===== src/hw/rtl/polyline_point_filter_direction_core_assert.svh =====
// ----------------------------------------------------------------------------
// Polyline point filter assertion macros
// Concurrent assertion wrappers. They compile to nothing under synthesis.
// ----------------------------------------------------------------------------
`ifndef POLYLINE_POINT_FILTER_DIRECTION_CORE_ASSERT_SVH
`define POLYLINE_POINT_FILTER_DIRECTION_CORE_ASSERT_SVH

`ifndef SYNTHESIS
// Check on every clock edge outside of reset.
`define PPFD_ASSERT(lbl, prop) \
    lbl: assert property (@(posedge i_clk) disable iff (!i_rst_n) prop) \
        else $error("ppfd: assertion failed");
// Check on every clock edge, reset included.
`define PPFD_ASSERT_ALWAYS(lbl, prop) \
    lbl: assert property (@(posedge i_clk) prop) \
        else $error("ppfd: assertion failed");
`else
`define PPFD_ASSERT(lbl, prop)
`define PPFD_ASSERT_ALWAYS(lbl, prop)
`endif

`endif


===== src/hw/rtl/ppfd_pkg.sv =====
// ----------------------------------------------------------------------------
// Polyline point filter package
// Field widths, register indexes and shared types.
// ----------------------------------------------------------------------------
package ppfd_pkg;

    localparam int CoordW  = 32;
    localparam int LimitW  = 31;
    localparam int DirW    = 16;
    localparam int LabelW  = 8;
    localparam int CfgIdxW = 2;
    localparam int Axes    = 3;

    localparam int InDataW  = Axes * CoordW;
    localparam int InUserW  = 1 + LabelW;
    localparam int OutDataW = Axes * CoordW + Axes * DirW;
    localparam int OutUserW = LabelW;

    // Configuration register indexes
    localparam logic [CfgIdxW-1:0] CfgCenterX  = 2'd0;
    localparam logic [CfgIdxW-1:0] CfgCenterY  = 2'd1;
    localparam logic [CfgIdxW-1:0] CfgCenterZ  = 2'd2;
    localparam logic [CfgIdxW-1:0] CfgDistLimit = 2'd3;

    typedef logic signed [CoordW-1:0] t_coord;
    typedef logic signed [DirW-1:0]   t_dir;

endpackage


===== src/hw/rtl/polyline_point_filter_direction_core.sv =====
// ----------------------------------------------------------------------------
// Polyline point filter with segment direction
// Keeps polyline vertices near a configured centre and tags each with the
// unit direction of the segment that leads into it.
// ----------------------------------------------------------------------------
// Vertices stream in one transaction at a time. Each is tested against the
// sphere of radius distance_limit around (center_x, center_y, center_z) by
// comparing the squared distance with the squared limit; a vertex outside
// is dropped and a vertex inside yields one result transaction carrying the
// coordinates, the label and the Q1.DIR_FRAC_BITS unit vector from the
// previous vertex (zero at a line start or on a zero-length segment). The
// previous vertex is remembered for every vertex, kept or not. One item is
// processed at a time and o_s_tready stays low while it is at work. All
// arithmetic runs on one shared 32x32 squarer plus a one-bit-per-cycle
// square root and divider. A dropped vertex returns to idle after the
// distance test, a kept first vertex goes straight on to the output, and
// any other kept vertex first passes the square root and then, unless its
// segment has zero length, the three component divisions. A finished
// result waits in an output register, so the next vertex is taken while
// it is still unread. Configuration writes are always accepted; write
// them only while the block is idle.

`include "polyline_point_filter_direction_core_assert.svh"

module polyline_point_filter_direction_core #(
    parameter int DIR_FRAC_BITS = 15
) (
    input  logic                          i_clk,
    input  logic                          i_rst_n,
    // Configuration write channel
    input  logic                          i_cfg_valid,
    output logic                          o_cfg_ready,
    input  logic [ppfd_pkg::CfgIdxW-1:0]  i_cfg_index,
    input  logic [31:0]                   i_cfg_data,
    // Vertex input stream
    input  logic                          i_s_tvalid,
    output logic                          o_s_tready,
    input  logic [ppfd_pkg::InDataW-1:0]  i_s_tdata,  // point_x, point_y, point_z
    input  logic [ppfd_pkg::InUserW-1:0]  i_s_tuser,  // line_start, label
    // Result output stream
    output logic                          o_m_tvalid,
    input  logic                          i_m_tready,
    output logic [ppfd_pkg::OutDataW-1:0] o_m_tdata,  // out_x, out_y, out_z, dir_x, dir_y, dir_z
    output logic [ppfd_pkg::OutUserW-1:0] o_m_tuser   // out_label
);

    localparam int QW   = DIR_FRAC_BITS + 1;   // quotient never exceeds 2^DIR_FRAC_BITS
    localparam int CntW = $clog2(DIR_FRAC_BITS + 1);

    localparam logic [32:0] PosMax = 33'd32767;
    localparam logic [32:0] NegMax = 33'd32768;

    typedef enum logic [2:0] {
        S_IDLE,
        S_DIST,
        S_NORM,
        S_SQRT,
        S_DIV,
        S_EMIT
    } t_state;

    t_state r_state;

    // Configuration
    ppfd_pkg::t_coord            r_ctr [ppfd_pkg::Axes];
    logic [ppfd_pkg::LimitW-1:0] r_lim;

    // Previous vertex
    ppfd_pkg::t_coord r_prev [ppfd_pkg::Axes];

    // Item being processed
    ppfd_pkg::t_coord            r_pt   [ppfd_pkg::Axes];
    logic [31:0]                 r_cmag [ppfd_pkg::Axes];   // |vertex - centre|
    logic [30:0]                 r_mag  [ppfd_pkg::Axes];   // |segment|, scaled
    logic                        r_neg  [ppfd_pkg::Axes];   // segment component < 0
    logic                        r_first;
    logic [ppfd_pkg::LabelW-1:0] r_label;

    // Shared arithmetic state
    logic [CntW-1:0]             r_cnt;
    logic [1:0]                  r_axis;
    logic [63:0]                 r_prod;
    logic [65:0]                 r_acc;
    logic [63:0]                 r_v;
    logic [63:0]                 r_root;
    logic [63:0]                 r_bit;
    logic [31:0]                 r_norm;
    logic [31:0]                 r_rem;
    logic [QW-2:0]               r_q;
    ppfd_pkg::t_dir              r_dir [ppfd_pkg::Axes];

    // Output register
    logic                           r_out_valid;
    logic [ppfd_pkg::OutDataW-1:0]  r_out_data;
    logic [ppfd_pkg::OutUserW-1:0]  r_out_user;

    // Accept-time helpers
    ppfd_pkg::t_coord in_pt   [ppfd_pkg::Axes];
    logic [31:0]      in_cmag [ppfd_pkg::Axes];
    logic [31:0]      in_dmag [ppfd_pkg::Axes];
    logic             in_dneg [ppfd_pkg::Axes];
    logic             in_shift;
    logic [32:0]      cdiff;
    logic [32:0]      ddiff;
    logic [32:0]      cneg;
    logic [32:0]      dneg;

    logic             in_accept;
    logic             out_free;

    // Shared squarer
    logic [31:0]      sq_op;
    logic [63:0]      sq_res;

    // Square root step
    logic [64:0]      sqrt_sum;
    logic             sqrt_ge;
    logic [63:0]      n_root;

    // Divider step
    logic [32:0]      div_trial;
    logic             div_ge;
    logic [31:0]      n_rem;
    logic [QW-1:0]    n_q;
    logic [32:0]      q_ext;
    ppfd_pkg::t_dir   n_dir;

    assign in_accept  = i_s_tvalid && o_s_tready;
    assign out_free   = !r_out_valid || i_m_tready;

    assign o_cfg_ready = 1'b1;
    assign o_s_tready  = (r_state == S_IDLE);
    assign o_m_tvalid  = r_out_valid;
    assign o_m_tdata   = r_out_data;
    assign o_m_tuser   = r_out_user;

    // Distance to centre and segment from previous vertex, per axis
    always_comb begin
        cdiff = '0;
        ddiff = '0;
        cneg  = '0;
        dneg  = '0;
        for (int i = 0; i < ppfd_pkg::Axes; i++) begin
            in_pt[i]   = i_s_tdata[ppfd_pkg::CoordW*i +: ppfd_pkg::CoordW];
            cdiff      = {in_pt[i][31], in_pt[i]} - {r_ctr[i][31], r_ctr[i]};
            ddiff      = {in_pt[i][31], in_pt[i]} - {r_prev[i][31], r_prev[i]};
            cneg       = 33'd0 - cdiff;
            dneg       = 33'd0 - ddiff;
            in_cmag[i] = cdiff[32] ? cneg[31:0] : cdiff[31:0];
            in_dmag[i] = ddiff[32] ? dneg[31:0] : ddiff[31:0];
            in_dneg[i] = ddiff[32];
        end
        in_shift = in_dmag[0][31] || in_dmag[1][31] || in_dmag[2][31];
    end

    // Squarer operand: distance terms, limit, then segment terms
    always_comb begin
        sq_op = '0;
        case (r_state)
            S_DIST: begin
                case (r_cnt)
                    CntW'(0): sq_op = r_cmag[0];
                    CntW'(1): sq_op = r_cmag[1];
                    CntW'(2): sq_op = r_cmag[2];
                    default:  sq_op = {1'b0, r_lim};
                endcase
            end
            S_NORM: begin
                case (r_cnt)
                    CntW'(0): sq_op = {1'b0, r_mag[0]};
                    CntW'(1): sq_op = {1'b0, r_mag[1]};
                    default:  sq_op = {1'b0, r_mag[2]};
                endcase
            end
            default: sq_op = '0;
        endcase
    end

    assign sq_res = sq_op * sq_op;

    // Bit-pair square root step
    assign sqrt_sum = {1'b0, r_root} + {1'b0, r_bit};
    assign sqrt_ge  = {1'b0, r_v} >= sqrt_sum;
    assign n_root   = sqrt_ge ? ((r_root >> 1) + r_bit) : (r_root >> 1);

    // Restoring division step; first step takes the integer bit unshifted
    always_comb begin
        div_trial = (r_cnt == '0) ? {1'b0, r_rem} : {r_rem, 1'b0};
        div_ge    = div_trial >= {1'b0, r_norm};
        n_rem     = div_ge ? 32'(div_trial - {1'b0, r_norm}) : div_trial[31:0];
        n_q       = {r_q, div_ge};
        q_ext     = 33'(n_q);
        if (r_neg[r_axis]) begin
            n_dir = (q_ext > NegMax) ? 16'sh8000 : 16'(33'd0 - q_ext);
        end else begin
            n_dir = (q_ext > PosMax) ? 16'sh7fff : 16'(q_ext);
        end
    end

    always_ff @(posedge i_clk) begin
        if (!i_rst_n) begin
            r_state     <= S_IDLE;
            r_out_valid <= 1'b0;
            r_lim       <= '0;
            for (int i = 0; i < ppfd_pkg::Axes; i++) begin
                r_ctr[i]  <= '0;
                r_prev[i] <= '0;
            end
        end else begin
            // Configuration writes
            if (i_cfg_valid) begin
                case (i_cfg_index)
                    ppfd_pkg::CfgCenterX:   r_ctr[0] <= i_cfg_data;
                    ppfd_pkg::CfgCenterY:   r_ctr[1] <= i_cfg_data;
                    ppfd_pkg::CfgCenterZ:   r_ctr[2] <= i_cfg_data;
                    ppfd_pkg::CfgDistLimit: r_lim    <= i_cfg_data[ppfd_pkg::LimitW-1:0];
                    default: ;
                endcase
            end

            // Drop the result once taken
            if (r_out_valid && i_m_tready) begin
                r_out_valid <= 1'b0;
            end

            case (r_state)
                S_IDLE: begin
                    if (in_accept) begin
                        for (int i = 0; i < ppfd_pkg::Axes; i++) begin
                            r_pt[i]   <= in_pt[i];
                            r_prev[i] <= in_pt[i];
                            r_cmag[i] <= in_cmag[i];
                            r_mag[i]  <= in_shift ? in_dmag[i][31:1] : in_dmag[i][30:0];
                            r_neg[i]  <= in_dneg[i];
                            r_dir[i]  <= '0;
                        end
                        r_first <= i_s_tuser[0];
                        r_label <= i_s_tuser[ppfd_pkg::LabelW:1];
                        r_acc   <= '0;
                        r_cnt   <= '0;
                        r_state <= S_DIST;
                    end
                end

                S_DIST: begin
                    // Squares are registered into r_prod the cycle after their operand; sum them
                    r_prod <= sq_res;
                    if (r_cnt != '0) begin
                        r_acc <= r_acc + {2'b00, r_prod};
                    end
                    r_cnt <= r_cnt + CntW'(1);
                    if (r_cnt == CntW'(4)) begin
                        // r_prod holds the squared limit here
                        r_acc <= '0;
                        r_cnt <= '0;
                        if (r_acc > {2'b00, r_prod}) begin
                            r_state <= S_IDLE;
                        end else if (r_first) begin
                            r_state <= S_EMIT;
                        end else begin
                            r_state <= S_NORM;
                        end
                    end
                end

                S_NORM: begin
                    r_prod <= sq_res;
                    if (r_cnt != '0) begin
                        r_acc <= r_acc + {2'b00, r_prod};
                    end
                    r_cnt <= r_cnt + CntW'(1);
                    if (r_cnt == CntW'(3)) begin
                        r_v     <= 64'(r_acc) + r_prod;
                        r_root  <= '0;
                        r_bit   <= 64'h4000_0000_0000_0000;
                        r_state <= S_SQRT;
                    end
                end

                S_SQRT: begin
                    if (sqrt_ge) begin
                        r_v <= r_v - sqrt_sum[63:0];
                    end
                    r_root <= n_root;
                    r_bit  <= r_bit >> 2;
                    if (r_bit[0]) begin
                        // Zero-length segment keeps the zero direction
                        r_norm <= n_root[31:0];
                        r_axis <= '0;
                        r_rem  <= {1'b0, r_mag[0]};
                        r_q    <= '0;
                        r_cnt  <= '0;
                        r_state <= (n_root[31:0] == '0) ? S_EMIT : S_DIV;
                    end
                end

                S_DIV: begin
                    r_rem <= n_rem;
                    r_q   <= n_q[QW-2:0];
                    r_cnt <= r_cnt + CntW'(1);
                    if (r_cnt == CntW'(DIR_FRAC_BITS)) begin
                        r_dir[r_axis] <= n_dir;
                        r_cnt <= '0;
                        r_q   <= '0;
                        if (r_axis == 2'd2) begin
                            r_state <= S_EMIT;
                        end else begin
                            r_axis <= r_axis + 2'd1;
                            r_rem  <= {1'b0, r_mag[r_axis + 2'd1]};
                        end
                    end
                end

                S_EMIT: begin
                    // Hold until the output register is free
                    if (out_free) begin
                        r_out_valid <= 1'b1;
                        r_out_data  <= {r_dir[2], r_dir[1], r_dir[0],
                                        r_pt[2], r_pt[1], r_pt[0]};
                        r_out_user  <= r_label;
                        r_state     <= S_IDLE;
                    end
                end

                default: r_state <= S_IDLE;
            endcase
        end
    end

    // Busy in the cycle after taking a vertex
    `PPFD_ASSERT(a_busy_after_accept, in_accept |=> !o_s_tready)
    // Root search walks a single bit down the word
    `PPFD_ASSERT(a_sqrt_onehot, (r_state == S_SQRT) |-> $onehot(r_bit))
    // Divider runs only on a nonzero norm and keeps its remainder bounded
    `PPFD_ASSERT(a_div_bounds, (r_state == S_DIV) |-> (r_norm != '0 && r_rem <= r_norm))
    // A new result appears only out of the emit step
    `PPFD_ASSERT(a_result_source, $rose(o_m_tvalid) |-> $past(r_state == S_EMIT))
    // Reset leaves no result pending
    `PPFD_ASSERT_ALWAYS(a_reset_clears, !i_rst_n |=> !o_m_tvalid && o_s_tready)

endmodule

===== config.mk =====
export PLATFORM = sky130hd
export DESIGN_NAME = polyline_point_filter_direction_core
export DESIGN_NICKNAME = d
export VERILOG_FILES = /design/src/hw/rtl/ppfd_pkg.sv /design/src/hw/rtl/polyline_point_filter_direction_core.sv
export VERILOG_INCLUDE_DIRS = /design/src /design/src/hw/rtl
export SDC_FILE = /design/constraint.sdc
export NUM_CORES = 2
export LEC_CHECK = 0
export ABC_CLOCK_PERIOD_IN_PS = 24800
export BUFFER_PORTS_ARGS = -buffer_cell sky130_fd_sc_hd__buf_2
export CORE_UTILIZATION = 46
export CTS_BUF_LIST = sky130_fd_sc_hd__clkbuf_16
export CTS_CLUSTER_SIZE = 24
export DETAILED_ROUTE_END_ITERATION = 6
export SYNTH_ARGS = -nofsm -noshare
export SYNTH_HDL_FRONTEND = slang
export SYNTH_SLANG_ARGS = --single-unit

===== constraint.sdc =====
create_clock -name i_clk -period 24.8 [get_ports i_clk]
set_clock_uncertainty 0.15 [all_clocks]
set_input_delay 0 -clock i_clk [delete_from_list [all_inputs] [get_ports i_clk]]
set_output_delay 0 -clock i_clk [all_outputs]
set_load 0.02 [all_outputs]

-- Yosys cells after proc, flatten, opt, wreduce, memory -nomap -nowiden
Memories as Yosys holds them, arrays and structs flattened. A register that Yosys moved wholly into a read port is not among the register bits.
Index checks and enable logic that the tools add are counted.
- bits in registers: 459
- memory bits (writable): 528
- memories kept: 7
- $add $sub $neg: 21
- $mul: 1
- magnitude comparators: 5
- equal/unequal tests: 23
- muxes and demuxes: 90
- bitwise logic cells: 6
- reductions and logical operators: 29
- memory list (name ; words ; width ; read ports ; clocked after memory_dff ; wr ports ; line ; source):
    r_cmag ; 3 ; 32 ; 3 ; 0 ; 3 ; polyline_point_filter_direction_core.sv:73 ; logic [31:0] r_cmag [ppfd_pkg::Axes];
    r_ctr ; 3 ; 32 ; 3 ; 0 ; 3 ; polyline_point_filter_direction_core.sv:65 ; ppfd_pkg::t_coord r_ctr [ppfd_pkg::Axes];
    r_prev ; 3 ; 32 ; 3 ; 0 ; 3 ; polyline_point_filter_direction_core.sv:69 ; ppfd_pkg::t_coord r_prev [ppfd_pkg::Axes];
    r_pt ; 3 ; 32 ; 3 ; 3 ; 3 ; polyline_point_filter_direction_core.sv:72 ; ppfd_pkg::t_coord r_pt [ppfd_pkg::Axes];
    r_mag ; 3 ; 31 ; 4 ; 0 ; 3 ; polyline_point_filter_direction_core.sv:74 ; logic [30:0] r_mag [ppfd_pkg::Axes];
    r_dir ; 3 ; 16 ; 3 ; 3 ; 3 ; polyline_point_filter_direction_core.sv:90 ; ppfd_pkg::t_dir r_dir [ppfd_pkg::Axes];
    1 more memories ; - ; - ; - ; - ; - ; - ;
- operators by type and width (operator ; count):
    $mux W32 ; 16
    $pmux W64 S2 ; 3
    $mux W64 ; 5
    $mux W66 ; 3
    $pmux W66 S3 ; 1
    $sub A32 B32 Y33 ; 6
    $sub A1 B32 Y32 const A ; 6
    $pmux W32 S2 ; 2
    $pmux W32 S3 ; 1
    $mux W31 ; 3
    $add A66 B64 Y66 ; 1
    $gt A66 B64 Y1 ; 1
    $add A64 B64 Y65 ; 1
    $ge A64 B65 Y1 ; 1
    $add A63 B64 Y64 ; 1
    $add A64 B64 Y64 ; 1
    $mul A32 B32 Y64 ; 1
    $mux W16 ; 4
    $sub A64 B64 Y64 ; 1
    $pmux W31 S2 ; 1
    $ge A33 B32 Y1 ; 1
    $mux W33 ; 1
    $logic_not A32 Y1 ; 1
    $sub A32 B32 Y32 ; 1
    other kinds (43) ; 112

-- Depth between registers and ports, before layout
- word-level depth: 7
- gate-level depth with buffers: 46
- mapped depth without buffers: 42

-- Least setup slack after synthesis
OpenSTA, ideal clock, no wires.
- kind: reg-to-reg
- from: reg r_cnt[2]
- to: reg r_v[0], enable pin
- arrival time: 12.793 ns
- required time: 24.223 ns
- setup slack: 11.430 ns
- cell stages (with the launch flop): 6
- buffers on the path: 0
- period minus slack after synthesis: 13.370 ns
- cells stage by stage: edfxtp_1 nor2_1 and2_1 nor2_1 nor4b_1 o21a_1
- longest elaborated chain between the ends: 3
- RTL lines (item ; line ; source):
    start: declaration ; polyline_point_filter_direction_core.sv:80 ; logic [CntW-1:0] r_cnt;
    start signal: assignment ; polyline_point_filter_direction_core.sv:251 ; r_cnt <= r_cnt + CntW'(1);
    start signal: assignment ; polyline_point_filter_direction_core.sv:271 ; r_cnt <= r_cnt + CntW'(1);
    start signal: assignment ; polyline_point_filter_direction_core.sv:300 ; r_cnt <= r_cnt + CntW'(1);
    $eq A4 B2 Y1 ; polyline_point_filter_direction_core.sv:272 ; if (r_cnt == CntW'(3)) begin
    $ne A2 B2 Y1 (no source line) ; - ;
    $reduce_and A4 Y1 (no source line) ; - ;
    end signal: assignment ; polyline_point_filter_direction_core.sv:273 ; r_v <= 64'(r_acc) + r_prod;
    end signal: assignment ; polyline_point_filter_direction_core.sv:282 ; r_v <= r_v - sqrt_sum[63:0];
    end: declaration ; polyline_point_filter_direction_core.sv:84 ; logic [63:0] r_v;
No other way between the ends.
A chain may end at the register's enable or synchronous reset.

-- Worst setup path after layout
- from: reg r_cnt[0]
- to: reg r_prod[58], data pin
- longest elaborated chain between the ends: 4
- elaborated cells on any way between the ends: 7
- classes of those cells: mul (1); eq/ne (2); mux (3); reduce/logical (1)
- RTL lines (item ; line ; source):
    $eq A4 B2 Y1, or another cell as far along ; polyline_point_filter_direction_core.sv:161 ; case (r_cnt)
    $pmux W32 S3 or $pmux W31 S2 (tied branches) ; polyline_point_filter_direction_core.sv:161, polyline_point_filter_direction_core.sv:169 ;
    $pmux W32 S2 * ; polyline_point_filter_direction_core.sv:159 ; case (r_state)
    $mul A32 B32 Y64 * ; polyline_point_filter_direction_core.sv:179 ; assign sq_res = sq_op * sq_op;
    named net sq_res[58] ; polyline_point_filter_direction_core.sv:113 ; logic [63:0] sq_res;
    end signal: assignment ; polyline_point_filter_direction_core.sv:247 ; r_prod <= sq_res;
    end signal: assignment ; polyline_point_filter_direction_core.sv:267 ; r_prod <= sq_res;
    end: declaration ; polyline_point_filter_direction_core.sv:82 ; logic [63:0] r_prod;
The timed path passes the listed nets; every way through them passes the cells marked *.

==> results.ini <==
[status]
outcome=finished with violations
violations=DRC

[critical_path]
end_kind=register
required_ns=25.25
path_common_cell=fa_1
r2r_cells=38
cp-endpoint=r_prod[58]$_DFFE_PP_
rr_startpoint=r_cnt[0]$_DFFE_PP_
crit_fanout=33
reg2reg_to=r_prod[58]$_DFFE_PP_
start_kind=register
worstSetupPathType=reg -> reg
worst_ep_arrival_time_ns=12.42
max_stage_delay_ns=0.82
rrSetupSlack_ns=12.83
cpMaxStageDelayCell=nor3_2
startpoint=r_cnt[0]$_DFFE_PP_

[route]
via_count=82380
drtPass1Iterations=7
drt_iter0_drc=7846
remaining_drc_errors=3
wl_mm=341.0
antenna_left=0
wl_per_cell_um=23.77
vias_per_cell=5.744

[power]
switching_share_pct=43.24
power.leakage_uw=0.04991
ir_worst_vdd_uv=67.44
p_seq_share_pct=31.1
p_sw_uw=3686
power.total_uw=8525
clkPwrFrac_pct=22.7
internal-power_uw=4839
p_per_area_nw_per_um2=74.48
combPwrFrac_pct=46.2

[die]
fp-row-count=172
ios=299
die-area_um2=224000
initial_utilization_pct=46.40
die_h_um=473.3
die_w_um=473.3
core_um2=220200

[global_route]
antenna_found_initial=18
grt.total_usage_pct=30.25
grt_pass1_vias=82050
grt_max_degree=139
grt_pass1_wl_mm=512.6
grt-ovfl-total=0

[synthesis]
synthesis.area_um2=102200
yosys_register_bits=1100
seq_area_frac_synth_pct=31.97
synthCells=10810
syn_area_per_cell_um2=9.453
syn_nets=12530
synth-main-ff-cell=edfxtp_1
async_flop_share_pct=0
yosys_warnings=0
synth_edf_count=1063
ys_types=111

[cts]
clkLatencyLatePin_ns=0.80
clkSinkCount=1100
cts.repair.resized=0
cts_max_level=4
cts_made_buffers=130
cts_root_buf=clkbuf_16
cts_tree=done
clockBufferDepth=3
clk_pin_slew_ns=0.06

[timing]
setup_ws_ns=12.83
worst_pin_slew_ns=1.157
finalMaxSlewViolations=0
holdWs_ns=0.03075
min_period_ns=11.97
final-setup-viol-count=0
tns_ns=0
rsz0062_at_grt=false
min_period_over_period_pct=48.27
max_freq_mhz=83.54
final-hold-violation-count=0
relSlewSlack_pct=22.87

[cells_and_area]
drive_gt1_share_pct=6.880
areaGrowthSynthToFinish_pct=12.04
final_common_cell=inv_1
nFillCells=19970
fin_nets=13000
mostFrequentLayoutCells=1504 x inv_1, 1063 x edfxtp_1, 1042 x nand2_1

[placement]
dpl.hpwl_mm=262.8
gp_congestion=0.9924
numPortBuffers=297
pre_cts_ws_ns=13.03

[job]
maxCapViolations=0

[hold_path]
hold_path_depth=3
hp-class=in -> reg

## power by group through the flow
stage          combinational [µW]  sequential, µW  clock (µW)
2_1_floorplan                2580            2580           0
3_3_place_gp                 3790            2680           0
3_5_place_dp                 3830            2680           0
4_1_cts                      3900            2640        1960
5_1_grt                      4260            2660        2040
6_report                     3940            2650        1940
## metal layers
layer  global-route usage, %  vias to the layer above  part of all wire, %
li1                        -                    38090                    -
met1                   40.34                    40470                   42
met2                   48.62                     3160                   46
met3                   5.150                      649                  7.4
met4                   12.44                        8                  4.6
met5                       0                        -                0.013
## synthesized netlist by cell type (184+ instances only)
library cell | instances | area [µm²]
a21o_1 | 199 | 1494
a21oi_1 | 689 | 3448
and2_1 | 233 | 1458
clkbuf_1 | 344 | 1291
edfxtp_1 | 1063 | 31920
fa_1 | 805 | 16120
ha_1 | 773 | 9672
inv_1 | 1488 | 5585
nand2_1 | 1046 | 3926
nor2_1 | 964 | 3618
nor3_1 | 184 | 920.9
o21ai_0 | 402 | 2012
xnor2_1 | 380 | 3328
xor2_1 | 253 | 2216
## worst min path at each step
stage	startpoint	endpoint
finish	i_s_tdata[35]	r_prev[0][35]$_SDFFCE_PN0P_
global route	i_s_tdata[35]	r_prev[0][35]$_SDFFCE_PN0P_
CTS	i_s_tdata[46]	r_prev[0][46]$_SDFFCE_PN0P_
detailed placement	i_s_tuser[4]	r_label[3]$_DFFE_PP_
global placement	i_s_tuser[2]	r_label[1]$_DFFE_PP_
floorplan	i_s_tuser[0]	r_first$_DFFE_PP_
## metrics by stage
| stage | util [%] | area [µm²] | instances |
|---|---|---|---|
| after detailed placement | 48.49 | 106800 | 13760 |
| final | 51.99 | 114500 | 14340 |
| after global placement | 48.49 | 106800 | 13760 |
| after floorplan | - | 102200 | 10810 |
| after CTS | 51.98 | 114400 | 14340 |
| after global routing | 51.99 | 114500 | 14340 |
## repair_timing
item / 4_1_cts / 5_1_grt
endpoints found under the hold margin: 502 / 0
setup buffers: 0 / 0
hold buffers: 344 / 0
## state kept, by name, summed over array words and instances, names as in the netlist, 64 cells and up, named ones only
register / flops
r_pt: 96
r_acc: 66
o_m_tdata: 144
r_root: 64
r_prev: 96
r_v: 64
r_cmag: 96
r_ctr: 96
r_mag: 93
## kinds of logic after synthesis
family / Yosys count / share of synthesized area, %
adder cells (fa/ha/maj): 1578 / 25.24
flip-flops: 1100 / 31.97
other: 1 / 0.003671
buffers and inverters: 1913 / 7.139
AO/OA/AOI/OAI: 2278 / 14.49
XOR/XNOR: 635 / 5.459
AND/OR/NAND/NOR: 3186 / 14.54
multiplexers: 116 / 1.154
## worst max-delay path: cells and delay by family (launching register included)
kind,cells,cell delay [ns]
buffers and inverters,8,1.65
flip-flops,1,0.44
adder cells (fa/ha/maj),10,4.62
AND/OR/NAND/NOR,6,1.72
AO/OA/AOI/OAI,14,3.11
## area by class of cell
type | instances | area [µm²] | share of cell area (%)
clock inverter | 101 | 950.9 | 0.8308
inverter | 1500 | 5640 | 4.928
clock buffer | 131 | 3278 | 2.864
tap | 2958 | 3701 | 3.234
antenna | 4 | 10.01 | 0.008746
sequential | 1100 | 32660 | 28.54
timing repair buffer | 754 | 5786 | 5.055
multi-input combinational | 7794 | 62430 | 54.54
Note: power is estimated with default switching activity, not from simulation.
